==> config.mk <==
export PLATFORM = sky130hd
export DESIGN_NAME = multi_slot_led_blink_chase_engine_core
export DESIGN_NICKNAME = d
export VERILOG_FILES = /design/src/rtl/core/lbce_pkg.sv /design/src/rtl/core/lbce_front.sv /design/src/rtl/core/lbce_back.sv /design/src/rtl/core/multi_slot_led_blink_chase_engine_core.sv
export SDC_FILE = /design/constraint.sdc
export NUM_CORES = 2
export LEC_CHECK = 0
export BUFFER_PORTS_ARGS = -buffer_cell sky130_fd_sc_hd__buf_4
export CORE_ASPECT_RATIO = 0.9
export CORE_MARGIN = 2
export CORE_UTILIZATION = 45
export CTS_CLUSTER_DIAMETER = 120
export DETAILED_ROUTE_END_ITERATION = 6
export HOLD_SLACK_MARGIN = 0.08
export PLACE_DENSITY = 0.72
export SLEW_MARGIN = 0
export SYNTH_ARGS = -nofsm -noshare
export SYNTH_HDL_FRONTEND = slang
export SYNTH_HIERARCHICAL = 1
export SYNTH_SLANG_ARGS = --single-unit
==> constraint.sdc <==
create_clock -name clk -period 5.5 [get_ports clk]
set_clock_uncertainty 0.15 [all_clocks]
set_input_delay 0.825 -clock clk [delete_from_list [all_inputs] [get_ports clk]]
set_output_delay 0.825 -clock clk [all_outputs]
set_load 0.01 [all_outputs]
==> src/rtl/core/lbce_pkg.sv <==
package lbce_pkg;

  localparam int NUM_SLOTS_DEF     = 8;
  localparam int PINS_PER_SLOT_DEF = 8;
  localparam int NUM_PINS_DEF      = 64;
  localparam int QUEUE_DEPTH       = 2;

  localparam logic [63:0] ALLOWED_MASK_RST  = 64'd13133213748;
  localparam logic [15:0] DEF_BLINK_RST     = 16'd500;
  localparam logic [15:0] DEF_CHASE_RST     = 16'd200;

  localparam logic [1:0] CFG_ALLOWED_MASK = 2'd0;
  localparam logic [1:0] CFG_DEF_BLINK    = 2'd1;
  localparam logic [1:0] CFG_DEF_CHASE    = 2'd2;

  localparam logic [2:0] CMD_SET   = 3'd0;
  localparam logic [2:0] CMD_READ  = 3'd1;
  localparam logic [2:0] CMD_BLINK = 3'd2;
  localparam logic [2:0] CMD_CHASE = 3'd3;
  localparam logic [2:0] CMD_STOP  = 3'd4;
  localparam logic [2:0] CMD_TICK  = 3'd5;

  localparam logic [1:0] DRV_LOW    = 2'd0;
  localparam logic [1:0] DRV_HIGH   = 2'd1;
  localparam logic [1:0] DRV_TOGGLE = 2'd2;

  localparam logic [1:0] ST_OK     = 2'd0;
  localparam logic [1:0] ST_BUSY   = 2'd1;
  localparam logic [1:0] ST_DENIED = 2'd2;
  localparam logic [1:0] ST_STAGED = 2'd3;

  typedef enum logic [1:0] {
    MODE_IDLE  = 2'd0,
    MODE_BLINK = 2'd1,
    MODE_CHASE = 2'd2
  } slot_mode_t;

  typedef enum logic [2:0] {
    OP_SET,
    OP_READ,
    OP_BLINK,
    OP_CHASE,
    OP_STOP,
    OP_TICK,
    OP_BAD
  } op_t;

  typedef struct packed {
    op_t         op;
    logic [5:0]  pin;
    logic [1:0]  lvl;
    logic        every;
    logic        ok;
    logic [15:0] ticks;
    logic [15:0] rep;
    logic        last;
  } req_t;

endpackage

==> src/rtl/core/lbce_front.sv <==
module lbce_front #(
  parameter int NUM_PINS = lbce_pkg::NUM_PINS_DEF
) (
  input  logic                clk,
  input  logic                rst,
  input  logic                in_valid,
  output logic                in_ready,
  input  logic [2:0]          cmd,
  input  logic [5:0]          pin,
  input  logic [1:0]          drive_level,
  input  logic                every_pin,
  input  logic [15:0]         interval,
  input  logic [15:0]         repeat_count,
  input  logic                last_pin,
  input  logic                cfg_valid,
  output logic                cfg_ready,
  input  logic [1:0]          cfg_index,
  input  logic [63:0]         cfg_data,
  output logic                q_valid,
  output lbce_pkg::req_t      q_req,
  input  logic                q_pop,
  output logic [63:0]         mask_eff
);

  localparam logic [63:0] RANGE = 64'hFFFF_FFFF_FFFF_FFFF >> (64 - NUM_PINS);

  logic [63:0] allowed_mask;
  logic [15:0] def_blink;
  logic [15:0] def_chase;

  lbce_pkg::req_t req;
  lbce_pkg::req_t q [lbce_pkg::QUEUE_DEPTH];
  logic           wp;
  logic           rp;
  logic [1:0]     cnt;
  logic [15:0]    dflt;
  logic [15:0]    pick;
  logic           push;

  assign cfg_ready = 1'b1;
  assign mask_eff  = allowed_mask & RANGE;

  always_ff @(posedge clk) begin
    if (rst) begin
      allowed_mask <= lbce_pkg::ALLOWED_MASK_RST;
      def_blink    <= lbce_pkg::DEF_BLINK_RST;
      def_chase    <= lbce_pkg::DEF_CHASE_RST;
    end else if (cfg_valid) begin
      if (cfg_index == lbce_pkg::CFG_ALLOWED_MASK) allowed_mask <= cfg_data;
      if (cfg_index == lbce_pkg::CFG_DEF_BLINK)    def_blink    <= cfg_data[15:0];
      if (cfg_index == lbce_pkg::CFG_DEF_CHASE)    def_chase    <= cfg_data[15:0];
    end
  end

  always_comb begin
    unique case (cmd)
      lbce_pkg::CMD_SET:   req.op = lbce_pkg::OP_SET;
      lbce_pkg::CMD_READ:  req.op = lbce_pkg::OP_READ;
      lbce_pkg::CMD_BLINK: req.op = lbce_pkg::OP_BLINK;
      lbce_pkg::CMD_CHASE: req.op = lbce_pkg::OP_CHASE;
      lbce_pkg::CMD_STOP:  req.op = lbce_pkg::OP_STOP;
      lbce_pkg::CMD_TICK:  req.op = lbce_pkg::OP_TICK;
      default:             req.op = lbce_pkg::OP_BAD;
    endcase
    dflt = (cmd == lbce_pkg::CMD_CHASE) ? def_chase : def_blink;
    pick = (interval != 16'd0) ? interval : dflt;
    if (pick == 16'd0) pick = 16'd1;
    req.pin   = pin;
    req.lvl   = drive_level;
    req.every = every_pin;
    req.ok    = mask_eff[pin];
    req.ticks = pick;
    req.rep   = repeat_count;
    req.last  = last_pin;
  end

  assign in_ready = (cnt != 2'(lbce_pkg::QUEUE_DEPTH));
  assign push     = in_valid && in_ready;
  assign q_valid  = (cnt != 2'd0);
  assign q_req    = q[rp];

  always_ff @(posedge clk) begin
    if (push) q[wp] <= req;
  end

  always_ff @(posedge clk) begin
    if (rst) begin
      wp  <= 1'b0;
      rp  <= 1'b0;
      cnt <= 2'd0;
    end else begin
      if (push) wp <= ~wp;
      if (q_pop) rp <= ~rp;
      if (push && !q_pop) cnt <= cnt + 2'd1;
      else if (!push && q_pop) cnt <= cnt - 2'd1;
    end
  end

endmodule

==> src/rtl/core/lbce_back.sv <==
module lbce_back #(
  parameter int NUM_SLOTS     = lbce_pkg::NUM_SLOTS_DEF,
  parameter int PINS_PER_SLOT = lbce_pkg::PINS_PER_SLOT_DEF
) (
  input  logic           clk,
  input  logic           rst,
  input  logic           q_valid,
  input  lbce_pkg::req_t q_req,
  output logic           q_pop,
  input  logic [63:0]    mask_eff,
  output logic           out_valid,
  input  logic           out_ready,
  output logic [1:0]     status,
  output logic           read_level,
  output logic [63:0]    pin_levels
);

  localparam int SW    = (NUM_SLOTS > 1) ? $clog2(NUM_SLOTS) : 1;
  localparam int SCW   = $clog2(NUM_SLOTS + 1);
  localparam int ICW   = $clog2(PINS_PER_SLOT + 1);
  localparam int PW    = (PINS_PER_SLOT > 1) ? $clog2(PINS_PER_SLOT) : 1;
  localparam int DEPTH = NUM_SLOTS * PINS_PER_SLOT;
  localparam int AW    = (DEPTH > 1) ? $clog2(DEPTH) : 1;

  typedef enum logic [14:0] {
    S_IDLE    = 15'b000000000000001,
    S_DISP    = 15'b000000000000010,
    S_OWN_A   = 15'b000000000000100,
    S_OWN_C   = 15'b000000000001000,
    S_HALT_A  = 15'b000000000010000,
    S_HALT_D  = 15'b000000000100000,
    S_HALLA   = 15'b000000001000000,
    S_POST    = 15'b000000010000000,
    S_CH_LOOP = 15'b000000100000000,
    S_CH_WR   = 15'b000001000000000,
    S_TK      = 15'b000010000000000,
    S_TK_FIRE = 15'b000100000000000,
    S_TK_RD   = 15'b001000000000000,
    S_TK_ON   = 15'b010000000000000,
    S_DONE    = 15'b100000000000000
  } state_t;

  function automatic logic [AW-1:0] maddr(input logic [SW-1:0] s, input logic [ICW-1:0] i);
    return AW'(int'(s) * PINS_PER_SLOT + int'(i));
  endfunction

  state_t state;
  state_t own_ret;
  state_t halt_ret;

  lbce_pkg::req_t it;
  logic [1:0]     st;
  logic           rd;
  logic           ph;
  logic [63:0]    levels;

  lbce_pkg::slot_mode_t mode [NUM_SLOTS];
  logic [ICW-1:0]       total [NUM_SLOTS];
  logic [ICW-1:0]       pos   [NUM_SLOTS];
  logic                 blink [NUM_SLOTS];
  logic [15:0]          cdone [NUM_SLOTS];
  logic [15:0]          limit [NUM_SLOTS];
  logic [15:0]          reload[NUM_SLOTS];
  logic [15:0]          cd    [NUM_SLOTS];

  logic [5:0]     stg [PINS_PER_SLOT];
  logic [ICW-1:0] stg_total;

  logic [5:0]     mem [DEPTH];
  logic [5:0]     rdata;
  logic [AW-1:0]  raddr;
  logic [AW-1:0]  waddr;
  logic [5:0]     wdata;
  logic           we;

  logic [SCW-1:0] os;
  logic [ICW-1:0] oi;
  logic [5:0]     target;
  logic           own_found;
  logic [SW-1:0]  own_slot;
  logic [SW-1:0]  hs;
  logic [ICW-1:0] hi;
  logic [SCW-1:0] ha;
  logic [ICW-1:0] ci;
  logic [ICW-1:0] cn;
  logic [SW-1:0]  cs;
  logic [SCW-1:0] ts;
  logic [SW-1:0]  tsi;
  logic [SW-1:0]  osi;
  logic           free_found;
  logic [SW-1:0]  free_s;
  logic           out_load;

  assign tsi = ts[SW-1:0];
  assign osi = os[SW-1:0];
  assign q_pop = (state == S_IDLE) && q_valid;
  assign out_load = (state == S_DONE) && (!out_valid || out_ready);

  always_comb begin
    free_found = 1'b0;
    free_s     = '0;
    for (int s = NUM_SLOTS - 1; s >= 0; s--) begin
      if (mode[s] == lbce_pkg::MODE_IDLE) begin
        free_found = 1'b1;
        free_s     = SW'(s);
      end
    end
  end

  always_comb begin
    raddr = '0;
    we    = 1'b0;
    waddr = '0;
    wdata = '0;
    unique case (state)
      S_OWN_A:  raddr = maddr(osi, oi);
      S_HALT_A: raddr = maddr(hs, hi);
      S_TK:     raddr = maddr(tsi, (mode[tsi] == lbce_pkg::MODE_BLINK) ? '0 : pos[tsi]);
      S_TK_RD:  raddr = maddr(tsi, pos[tsi]);
      S_CH_WR: begin
        if (ci != cn) begin
          we    = 1'b1;
          waddr = maddr(cs, ci);
          wdata = stg[ci[PW-1:0]];
        end
      end
      S_POST: begin
        if (it.op == lbce_pkg::OP_BLINK && ph) begin
          we    = 1'b1;
          waddr = maddr(cs, '0);
          wdata = it.pin;
        end
      end
      default: raddr = '0;
    endcase
  end

  always_ff @(posedge clk) begin
    if (we) mem[waddr] <= wdata;
    rdata <= mem[raddr];
  end

  always_ff @(posedge clk) begin
    if (rst) begin
      out_valid <= 1'b0;
    end else if (out_load) begin
      out_valid <= 1'b1;
    end else if (out_ready) begin
      out_valid <= 1'b0;
    end
    if (out_load) begin
      status     <= st;
      read_level <= rd;
      pin_levels <= levels;
    end
  end

  always_ff @(posedge clk) begin : seq
    logic [15:0]    dn;
    logic [ICW-1:0] np;
    logic           nb;
    logic [SW-1:0]  sel;
    dn  = '0;
    np  = '0;
    nb  = 1'b0;
    sel = '0;
    if (rst) begin
      state     <= S_IDLE;
      own_ret   <= S_IDLE;
      halt_ret  <= S_IDLE;
      levels    <= '0;
      stg_total <= '0;
      ph        <= 1'b0;
      for (int s = 0; s < NUM_SLOTS; s++) begin
        mode[s]   <= lbce_pkg::MODE_IDLE;
        total[s]  <= '0;
        pos[s]    <= '0;
        blink[s]  <= 1'b0;
        cdone[s]  <= '0;
        limit[s]  <= '0;
        reload[s] <= '0;
        cd[s]     <= '0;
      end
    end else begin
      unique case (state)
        S_IDLE: begin
          if (q_valid) begin
            it    <= q_req;
            st    <= lbce_pkg::ST_OK;
            rd    <= 1'b0;
            ph    <= 1'b0;
            state <= S_DISP;
          end
        end
        S_DISP: begin
          target    <= it.pin;
          os        <= '0;
          oi        <= '0;
          own_found <= 1'b0;
          own_ret   <= S_POST;
          ha        <= '0;
          unique case (it.op)
            lbce_pkg::OP_SET: begin
              if (it.every) begin
                if (it.lvl == lbce_pkg::DRV_TOGGLE) begin
                  levels <= levels ^ mask_eff;
                  state  <= S_DONE;
                end else begin
                  state <= S_HALLA;
                end
              end else if (!it.ok) begin
                st    <= lbce_pkg::ST_DENIED;
                state <= S_DONE;
              end else begin
                state <= S_OWN_A;
              end
            end
            lbce_pkg::OP_READ: begin
              if (!it.ok) st <= lbce_pkg::ST_DENIED;
              else rd <= levels[it.pin];
              state <= S_DONE;
            end
            lbce_pkg::OP_BLINK: begin
              if (it.every) begin
                st    <= lbce_pkg::ST_BUSY;
                state <= S_DONE;
              end else if (!it.ok) begin
                st    <= lbce_pkg::ST_DENIED;
                state <= S_DONE;
              end else begin
                state <= S_OWN_A;
              end
            end
            lbce_pkg::OP_CHASE: begin
              if (!it.ok) begin
                st        <= lbce_pkg::ST_DENIED;
                stg_total <= '0;
                state     <= S_DONE;
              end else if (stg_total >= ICW'(PINS_PER_SLOT)) begin
                st        <= lbce_pkg::ST_BUSY;
                stg_total <= '0;
                state     <= S_DONE;
              end else begin
                stg[stg_total[PW-1:0]] <= it.pin;
                if (!it.last) begin
                  stg_total <= stg_total + 1'b1;
                  st        <= lbce_pkg::ST_STAGED;
                  state     <= S_DONE;
                end else begin
                  stg_total <= '0;
                  cn        <= stg_total + 1'b1;
                  ci        <= '0;
                  state     <= S_CH_LOOP;
                end
              end
            end
            lbce_pkg::OP_STOP: begin
              if (it.every) begin
                state <= S_HALLA;
              end else if (!it.ok) begin
                st    <= lbce_pkg::ST_DENIED;
                state <= S_DONE;
              end else begin
                state <= S_OWN_A;
              end
            end
            lbce_pkg::OP_TICK: begin
              ts    <= '0;
              state <= S_TK;
            end
            default: begin
              st    <= lbce_pkg::ST_BUSY;
              state <= S_DONE;
            end
          endcase
        end
        S_OWN_A: begin
          if (os == SCW'(NUM_SLOTS)) begin
            state <= own_ret;
          end else if (mode[osi] == lbce_pkg::MODE_IDLE || oi >= total[osi]) begin
            os <= os + 1'b1;
            oi <= '0;
          end else begin
            state <= S_OWN_C;
          end
        end
        S_OWN_C: begin
          if (rdata == target) begin
            own_found <= 1'b1;
            own_slot  <= osi;
            state     <= own_ret;
          end else begin
            oi    <= oi + 1'b1;
            state <= S_OWN_A;
          end
        end
        S_HALT_A: begin
          if (hi >= total[hs]) begin
            mode[hs]  <= lbce_pkg::MODE_IDLE;
            total[hs] <= '0;
            state     <= halt_ret;
          end else begin
            state <= S_HALT_D;
          end
        end
        S_HALT_D: begin
          levels[rdata] <= 1'b0;
          hi            <= hi + 1'b1;
          state         <= S_HALT_A;
        end
        S_HALLA: begin
          if (ha == SCW'(NUM_SLOTS)) begin
            state <= S_POST;
          end else begin
            ha <= ha + 1'b1;
            if (mode[ha[SW-1:0]] != lbce_pkg::MODE_IDLE) begin
              hs       <= ha[SW-1:0];
              hi       <= '0;
              halt_ret <= S_HALLA;
              state    <= S_HALT_A;
            end
          end
        end
        S_POST: begin
          unique case (it.op)
            lbce_pkg::OP_SET: begin
              if (it.every) begin
                if (it.lvl == lbce_pkg::DRV_HIGH) levels <= levels | mask_eff;
                else levels <= levels & ~mask_eff;
                state <= S_DONE;
              end else if (own_found && !ph) begin
                hs       <= own_slot;
                hi       <= '0;
                halt_ret <= S_POST;
                ph       <= 1'b1;
                state    <= S_HALT_A;
              end else begin
                if (it.lvl == lbce_pkg::DRV_TOGGLE) levels[it.pin] <= ~levels[it.pin];
                else levels[it.pin] <= (it.lvl == lbce_pkg::DRV_HIGH);
                state <= S_DONE;
              end
            end
            lbce_pkg::OP_BLINK: begin
              if (!ph) begin
                if (!own_found && !free_found) begin
                  st    <= lbce_pkg::ST_BUSY;
                  state <= S_DONE;
                end else begin
                  sel      = own_found ? own_slot : free_s;
                  cs       <= sel;
                  hs       <= sel;
                  hi       <= '0;
                  halt_ret <= S_POST;
                  ph       <= 1'b1;
                  state    <= S_HALT_A;
                end
              end else begin
                mode[cs]       <= lbce_pkg::MODE_BLINK;
                total[cs]      <= ICW'(1);
                pos[cs]        <= '0;
                blink[cs]      <= 1'b0;
                cdone[cs]      <= '0;
                limit[cs]      <= it.rep;
                reload[cs]     <= it.ticks;
                cd[cs]         <= it.ticks;
                levels[it.pin] <= 1'b0;
                state          <= S_DONE;
              end
            end
            lbce_pkg::OP_CHASE: begin
              ci <= ci + 1'b1;
              if (own_found) begin
                hs       <= own_slot;
                hi       <= '0;
                halt_ret <= S_CH_LOOP;
                state    <= S_HALT_A;
              end else begin
                state <= S_CH_LOOP;
              end
            end
            lbce_pkg::OP_STOP: begin
              if (!it.every && own_found && !ph) begin
                hs       <= own_slot;
                hi       <= '0;
                halt_ret <= S_POST;
                ph       <= 1'b1;
                state    <= S_HALT_A;
              end else begin
                state <= S_DONE;
              end
            end
            default: state <= S_DONE;
          endcase
        end
        S_CH_LOOP: begin
          if (ci == cn) begin
            if (!free_found) begin
              st    <= lbce_pkg::ST_BUSY;
              state <= S_DONE;
            end else begin
              cs    <= free_s;
              ci    <= '0;
              state <= S_CH_WR;
            end
          end else begin
            target    <= stg[ci[PW-1:0]];
            os        <= '0;
            oi        <= '0;
            own_found <= 1'b0;
            own_ret   <= S_POST;
            state     <= S_OWN_A;
          end
        end
        S_CH_WR: begin
          if (ci == cn) begin
            mode[cs]      <= lbce_pkg::MODE_CHASE;
            total[cs]     <= cn;
            pos[cs]       <= '0;
            blink[cs]     <= 1'b0;
            cdone[cs]     <= '0;
            limit[cs]     <= it.rep;
            reload[cs]    <= it.ticks;
            cd[cs]        <= it.ticks;
            levels[stg[0]] <= 1'b1;
            state         <= S_DONE;
          end else begin
            levels[stg[ci[PW-1:0]]] <= 1'b0;
            ci                      <= ci + 1'b1;
          end
        end
        S_TK: begin
          if (ts == SCW'(NUM_SLOTS)) begin
            state <= S_DONE;
          end else if (mode[tsi] == lbce_pkg::MODE_IDLE) begin
            ts <= ts + 1'b1;
          end else if (cd[tsi] <= 16'd1) begin
            cd[tsi] <= (reload[tsi] != 16'd0) ? reload[tsi] : 16'd1;
            state   <= S_TK_FIRE;
          end else begin
            cd[tsi] <= cd[tsi] - 16'd1;
            ts      <= ts + 1'b1;
          end
        end
        S_TK_FIRE: begin
          dn = cdone[tsi] + 16'd1;
          if (mode[tsi] == lbce_pkg::MODE_BLINK) begin
            nb            = ~blink[tsi];
            blink[tsi]    <= nb;
            levels[rdata] <= nb;
            ts            <= ts + 1'b1;
            if (!nb) cdone[tsi] <= dn;
            if (!nb && limit[tsi] != 16'd0 && dn >= limit[tsi]) begin
              hs       <= tsi;
              hi       <= '0;
              halt_ret <= S_TK;
              state    <= S_HALT_A;
            end else begin
              state <= S_TK;
            end
          end else begin
            levels[rdata] <= 1'b0;
            np = pos[tsi] + 1'b1;
            if (np >= total[tsi]) begin
              np         = '0;
              cdone[tsi] <= dn;
            end
            pos[tsi] <= np;
            if (np == '0 && limit[tsi] != 16'd0 && dn >= limit[tsi]) begin
              hs       <= tsi;
              hi       <= '0;
              halt_ret <= S_TK;
              ts       <= ts + 1'b1;
              state    <= S_HALT_A;
            end else begin
              state <= S_TK_RD;
            end
          end
        end
        S_TK_RD: begin
          state <= S_TK_ON;
        end
        S_TK_ON: begin
          levels[rdata] <= 1'b1;
          ts            <= ts + 1'b1;
          state         <= S_TK;
        end
        S_DONE: begin
          if (out_load) state <= S_IDLE;
        end
        default: state <= S_IDLE;
      endcase
    end
  end

endmodule

==> src/rtl/core/multi_slot_led_blink_chase_engine_core.sv <==
// Pin blink and chase engine with eight animation slots.
// Requests arrive on in_valid/in_ready (cmd, pin, drive_level, every_pin,
// interval, repeat_count, last_pin); each gives exactly one result on
// out_valid/out_ready (status, read_level, pin_levels), in request order.
// Registers are written on cfg_valid/cfg_ready (cfg_index, cfg_data); write
// them only while no request is in flight. cfg_ready is always high.
// A two-entry queue decouples intake from the execution sequencer, so up to
// two requests are taken while the sequencer is busy.
// Set-all-toggle, read and denials go from dispatch straight to the result
// stage; owner lookups walk the slot pin lists held in one single-port-read
// RAM entry by entry, halting a slot walks its pins, and a tick visits each
// active slot plus any halt. One request at a time. The RAM read port paces
// these walks.
// Reset (rst, synchronous) clears all pins low, idles every slot, empties the
// queue and restores the register defaults. No clearing pass is needed.
// If the receiver stalls, one result waits in the output register, the
// sequencer finishes the next request and then waits, and intake stops once
// the queue is full.
module multi_slot_led_blink_chase_engine_core #(
  parameter int NUM_SLOTS     = lbce_pkg::NUM_SLOTS_DEF,
  parameter int PINS_PER_SLOT = lbce_pkg::PINS_PER_SLOT_DEF,
  parameter int NUM_PINS      = lbce_pkg::NUM_PINS_DEF
) (
  input  logic        clk,
  input  logic        rst,
  input  logic        in_valid,
  output logic        in_ready,
  input  logic [2:0]  cmd,
  input  logic [5:0]  pin,
  input  logic [1:0]  drive_level,
  input  logic        every_pin,
  input  logic [15:0] interval,
  input  logic [15:0] repeat_count,
  input  logic        last_pin,
  output logic        out_valid,
  input  logic        out_ready,
  output logic [1:0]  status,
  output logic        read_level,
  output logic [63:0] pin_levels,
  input  logic        cfg_valid,
  output logic        cfg_ready,
  input  logic [1:0]  cfg_index,
  input  logic [63:0] cfg_data
);

  logic           q_valid;
  lbce_pkg::req_t q_req;
  logic           q_pop;
  logic [63:0]    mask_eff;

  lbce_front #(
    .NUM_PINS(NUM_PINS)
  ) u_front (
    .clk,
    .rst,
    .in_valid,
    .in_ready,
    .cmd,
    .pin,
    .drive_level,
    .every_pin,
    .interval,
    .repeat_count,
    .last_pin,
    .cfg_valid,
    .cfg_ready,
    .cfg_index,
    .cfg_data,
    .q_valid,
    .q_req,
    .q_pop,
    .mask_eff
  );

  lbce_back #(
    .NUM_SLOTS(NUM_SLOTS),
    .PINS_PER_SLOT(PINS_PER_SLOT)
  ) u_back (
    .clk,
    .rst,
    .q_valid,
    .q_req,
    .q_pop,
    .mask_eff,
    .out_valid,
    .out_ready,
    .status,
    .read_level,
    .pin_levels
  );

endmodule

==> load_flow_metrics.sql <==
INSERT INTO impl_metrics (metric_group, metric, value, unit) VALUES
('global_route', 'maximum_number_of_pins_on_one_net_before_global_route_repair', '148', ''),
('global_route', 'grt_overflow_total', '0', ''),
('detailed_routing', 'drt-wirelength-per-cell', '26.51', 'um'),
('hold_path', 'worstHoldPathType', 'input pin to register', ''),
('global_route', 'grt_first_pass_wirelength', '331400', 'um'),
('detailed_routing', 'route.detailed.drc', '19', ''),
('placement', 'placement.setup.worst_slack', '0.1345', 'ns'),
('cts', 'clkSinkCount', '1498', ''),
('timing', 'worst_slew_pin_slew', '1.426', 'ns'),
('timing', 'timing.final.crit_share', '95.10', '%'),
('timing', 'worst_slew_margin_rel', '4.581', '%'),
('detailed_routing', 'ant_nets', '0', ''),
('floorplanning', 'die-height', '384.1', 'um'),
('cts', 'worst_skew_pair.late_latency', '0.81', 'ns'),
('cts', 'number_of_h_tree_levels', '4', ''),
('placement', 'place.detailed.hpwl', '146900', 'um'),
('timing', 'fmaxAchievable', '0.1912', 'GHz'),
('detailed_routing', 'routed_wl', '224300', 'um'),
('worst_setup_path', 'rrSetupSlack', '0.27', 'ns'),
('detailed_routing', 'drt-initial-drc-count', '7715', ''),
('yosys', 'synth_flop_cell', 'sky130_fd_sc_hd__edfxtp_1', ''),
('worst_setup_path', 'worstPathRequired', '6.07', 'ns'),
('cts', 'cts.path.max_buffers', '3', ''),
('power_and_ir_drop', 'maximum_vdd_ir_drop', '0.3344', 'mV'),
('yosys', 'synth_seq_area_share', '59.31', '%'),
('cts', 'cts_tree', 'built', ''),
('yosys', 'synthesis.area', '72230', 'um^2'),
('yosys', 'synth_async_sr_flop_share', '0', '%'),
('floorplanning', 'std_cell_rows', '139', ''),
('job', 'cap_viol_max_count', '0', ''),
('timing', 'grt_setup_unrepaired', 'no', ''),
('timing', 'report.final.hold_viol_count', '0', ''),
('finish', 'layout_commonest_cell', 'sky130_fd_sc_hd__edfxtp_1', ''),
('finish', 'area_delta_synth_final', '13.21', '%'),
('worst_setup_path', 'end_kind', 'register', ''),
('worst_setup_path', 'critical_path.max_fanout', '64', ''),
('floorplanning', 'dieArea', '163700', 'um^2'),
('finish', 'final_util', '51.28', '%'),
('finish', 'layout_common_cells', 'sky130_fd_sc_hd__edfxtp_1 (1284), sky130_fd_sc_hd__nor2_1 (737), sky130_fd_sc_hd__nand2_1 (607)', ''),
('yosys', 'synthesis.yosys.warnings', '6', ''),
('yosys', 'yosys_register_bits', '1498', ''),
('timing', 'setup_slack', '0.2693', 'ns'),
('floorplanning', 'io_pins', '186', ''),
('worst_setup_path', 'critPathKind', 'register to register', ''),
('worst_setup_path', 'reg2reg_to', 'u_back/rdata[2]$_DFF_P_', ''),
('worst_setup_path', 'ff2ff_path_depth', '18', ''),
('detailed_routing', 'first_pass_iters', '7', ''),
('floorplanning', 'die-width', '426.3', 'um'),
('yosys', 'synth_cells', '6047', ''),
('timing', 'finalWorstPathRequiredPeriod', '5.231', 'ns'),
('floorplanning', 'core_area', '159500', 'um^2'),
('hold_path', 'whs_path_depth', '3', ''),
('finish', 'fillCellCount', '13400', ''),
('global_route', 'vias_in_the_first_global_route', '51540', ''),
('placement', 'placement.io_buffers', '184', ''),
('placement', 'placed_cell_areas', '76260', 'um^2'),
('cts', 'cts_inserted_buffers', '156', ''),
('worst_setup_path', 'setup.worst_path.end', 'u_back/rdata[2]$_DFF_P_', ''),
('yosys', 'synth_area_per_cell', '11.95', 'um^2'),
('detailed_routing', 'via_per_inst', '6.313', ''),
('detailed_routing', 'route.vias.total', '53410', ''),
('finish', 'nNetsFinal', '6386', ''),
('timing', 'final.setup.tns', '0', 'ns'),
('timing', 'timing.hold.ws', '0.1240', 'ns'),
('placement', 'gpl.final_weighted_congestion', '0.9992', ''),
('yosys', 'post_synth_num_cell_types', '102', ''),
('timing', 'drv_slew', '0', ''),
('finish', 'share_of_cells_above_drive_strength_1', '15.41', '%'),
('run_status', 'run_status', 'complete, but fails checks', ''),
('global_route', 'grtUsageTotal', '26.86', '%'),
('global_route', 'antenna_found_initial', '6', ''),
('timing', 'final-setup-viol-count', '0', ''),
('run_status', 'failing_checks', 'design-rule violations', ''),
('yosys', 'syn_nets', '6215', ''),
('power_and_ir_drop', 'power_density', '318.7', 'nW/um^2'),
('cts', 'clk_transition_reported_paths', '0.06', 'ns'),
('worst_setup_path', 'startpoint_type_of_the_worst_setup_path', 'register', ''),
('power_and_ir_drop', 'p_leak', '28.00', 'nW'),
('floorplanning', 'start_util', '45.29', '%'),
('finish', 'final_area', '81780', 'um^2'),
('worst_setup_path', 'timing.critical_path.arrival', '5.80', 'ns'),
('yosys', 'synth-edff-count', '1284', ''),
('cts', 'cts_root_buffer', 'sky130_fd_sc_hd__clkbuf_16', '');
## state kept, by name (all words and copies together) (netlist names), 32 cells and up, named ones only
name               cells
u_back/cd            128
u_back/cdone         128
u_back/it             46
u_back/levels         64
u_back/limit         128
u_back/mem           384
u_back/pin_levels     64
u_back/pos            32
u_back/reload        128
u_back/stg            48
u_back/total          32
u_front/mask_eff      64
u_front/q             92
## where the power goes
group | switching, mW | leakage [nW] | internal (mW)
logic | 1.44 | 11.6 | 0.815
registers | 0.371 | 13.9 | 12.8
clock network | 4.64 | 2.50 | 6.03
## layer usage
layer  track usage, %  vias up  share of wire (%)
li1                 -    23080                  -
met1            35.86    26080                 38
met2            40.98     3536                 45
met3            5.694      711                 11
met4            14.80        0                6.2
met5                0        -                  0
## cells by family (layout without fill, tap and decap cells)
logic type	after synthesis	in the layout	synth area share, %
and+or+nand+nor	2307	2307	15.36
DFF	1498	1498	59.31
AOI/OAI and AO/OA	1202	1202	10.53
muxes	493	493	10.49
buffers and inverters	436	730	2.704
xor gates and xnor gates	58	58	0.7033
adders and majority gates	52	52	0.9007
other	1	6	0.005191
## critical path, cell delays in order, from the launching register on
cell and delay, ns:
sky130_fd_sc_hd__dfxtp_4 0.56, sky130_fd_sc_hd__buf_12 0.39, sky130_fd_sc_hd__nor3b_1 0.13, sky130_fd_sc_hd__a2111oi_0 0.54, sky130_fd_sc_hd__or4_1 0.30, sky130_fd_sc_hd__nor2_1 0.08, sky130_fd_sc_hd__a21oi_1 0.25, sky130_fd_sc_hd__ha_1 0.23
sky130_fd_sc_hd__ha_1 0.16, sky130_fd_sc_hd__xor2_1 0.12, sky130_fd_sc_hd__a221oi_1 0.50, sky130_fd_sc_hd__or3_4 0.30, sky130_fd_sc_hd__a211o_1 0.15, sky130_fd_sc_hd__nor2_1 0.05, sky130_fd_sc_hd__a2111oi_0 0.43, sky130_fd_sc_hd__buf_4 0.19
sky130_fd_sc_hd__o211ai_1 0.12, sky130_fd_sc_hd__nand3b_1 0.21, sky130_fd_sc_hd__a221o_1 0.27
## what timing repair did
action                                 in CTS  in global routing
endpoints found under the hold margin      47                  0
setup endpoints to repair                   0                 35
buffers inserted                            0                  1
hold buffers                               29                  0
gates resized for setup                     0                  2
## synthesized netlist by cell type, types with 61 or more instances
library cell               instances  area (um^2)
sky130_fd_sc_hd__mux2_2          101         1137
sky130_fd_sc_hd__mux2i_1         195         1952
sky130_fd_sc_hd__o21ai_0         252         1261
sky130_fd_sc_hd__dfxtp_1         214         4284
sky130_fd_sc_hd__nor2_1          748         2808
sky130_fd_sc_hd__nand2_1         609         2286
sky130_fd_sc_hd__and2_1          246         1539
sky130_fd_sc_hd__nor3_1           61        305.3
sky130_fd_sc_hd__a22oi_1         149         1119
sky130_fd_sc_hd__edfxtp_1       1284        38560
sky130_fd_sc_hd__a311o_1          69        690.7
sky130_fd_sc_hd__nand2b_1        126        788.3
sky130_fd_sc_hd__a21oi_1         449         2247
sky130_fd_sc_hd__clkbuf_1        273         1025
sky130_fd_sc_hd__nand3_1          99        495.5
sky130_fd_sc_hd__nor4_1           97        606.8
sky130_fd_sc_hd__mux4_2          179         4031
sky130_fd_sc_hd__and3_1          101        631.9
## worst min path at each step
stage | from | to | slack [ns]
floorplan | u_back/rd$_SDFFCE_PN0P_ | u_back/read_level$_DFFE_PP_ | 0.25
global placement | u_back/rd$_SDFFCE_PN0P_ | u_back/read_level$_DFFE_PP_ | 0.27
global route | cfg_data[48] | u_front/mask_eff[48]$_SDFFE_PP0P_ | 0.11
detailed placement | u_back/rd$_SDFFCE_PN0P_ | u_back/read_level$_DFFE_PP_ | 0.28
finish | cfg_data[62] | u_front/mask_eff[62]$_SDFFE_PP0P_ | 0.12
CTS | cfg_data[3] | u_front/def_chase[3]$_SDFFE_PP1P_ | 0.08
## layout make-up
cell class              instances  area (um^2)  area share [%]
multi-input cells            4113        27640           33.79
clock inverters                95         1065           1.302
well taps                    2115         2646           3.236
clock buffers                 186         4119           5.037
flip-flops and latches       1498        42850           52.40
inverters                      46        175.2          0.2142
diodes                          5        12.51         0.01530
repair buffers                403         3274           4.004
## metrics by stage
step / power (mW) / std cells
6_report: 26.06 / 8461
5_1_grt: 26.81 / 8459
4_1_cts: 26.11 / 8455
3_5_place_dp: 15.54 / 8145
3_3_place_gp: 15.47 / 8145
2_1_floorplan: 14.62 / 6047
(Power assumes the default switching activity.)
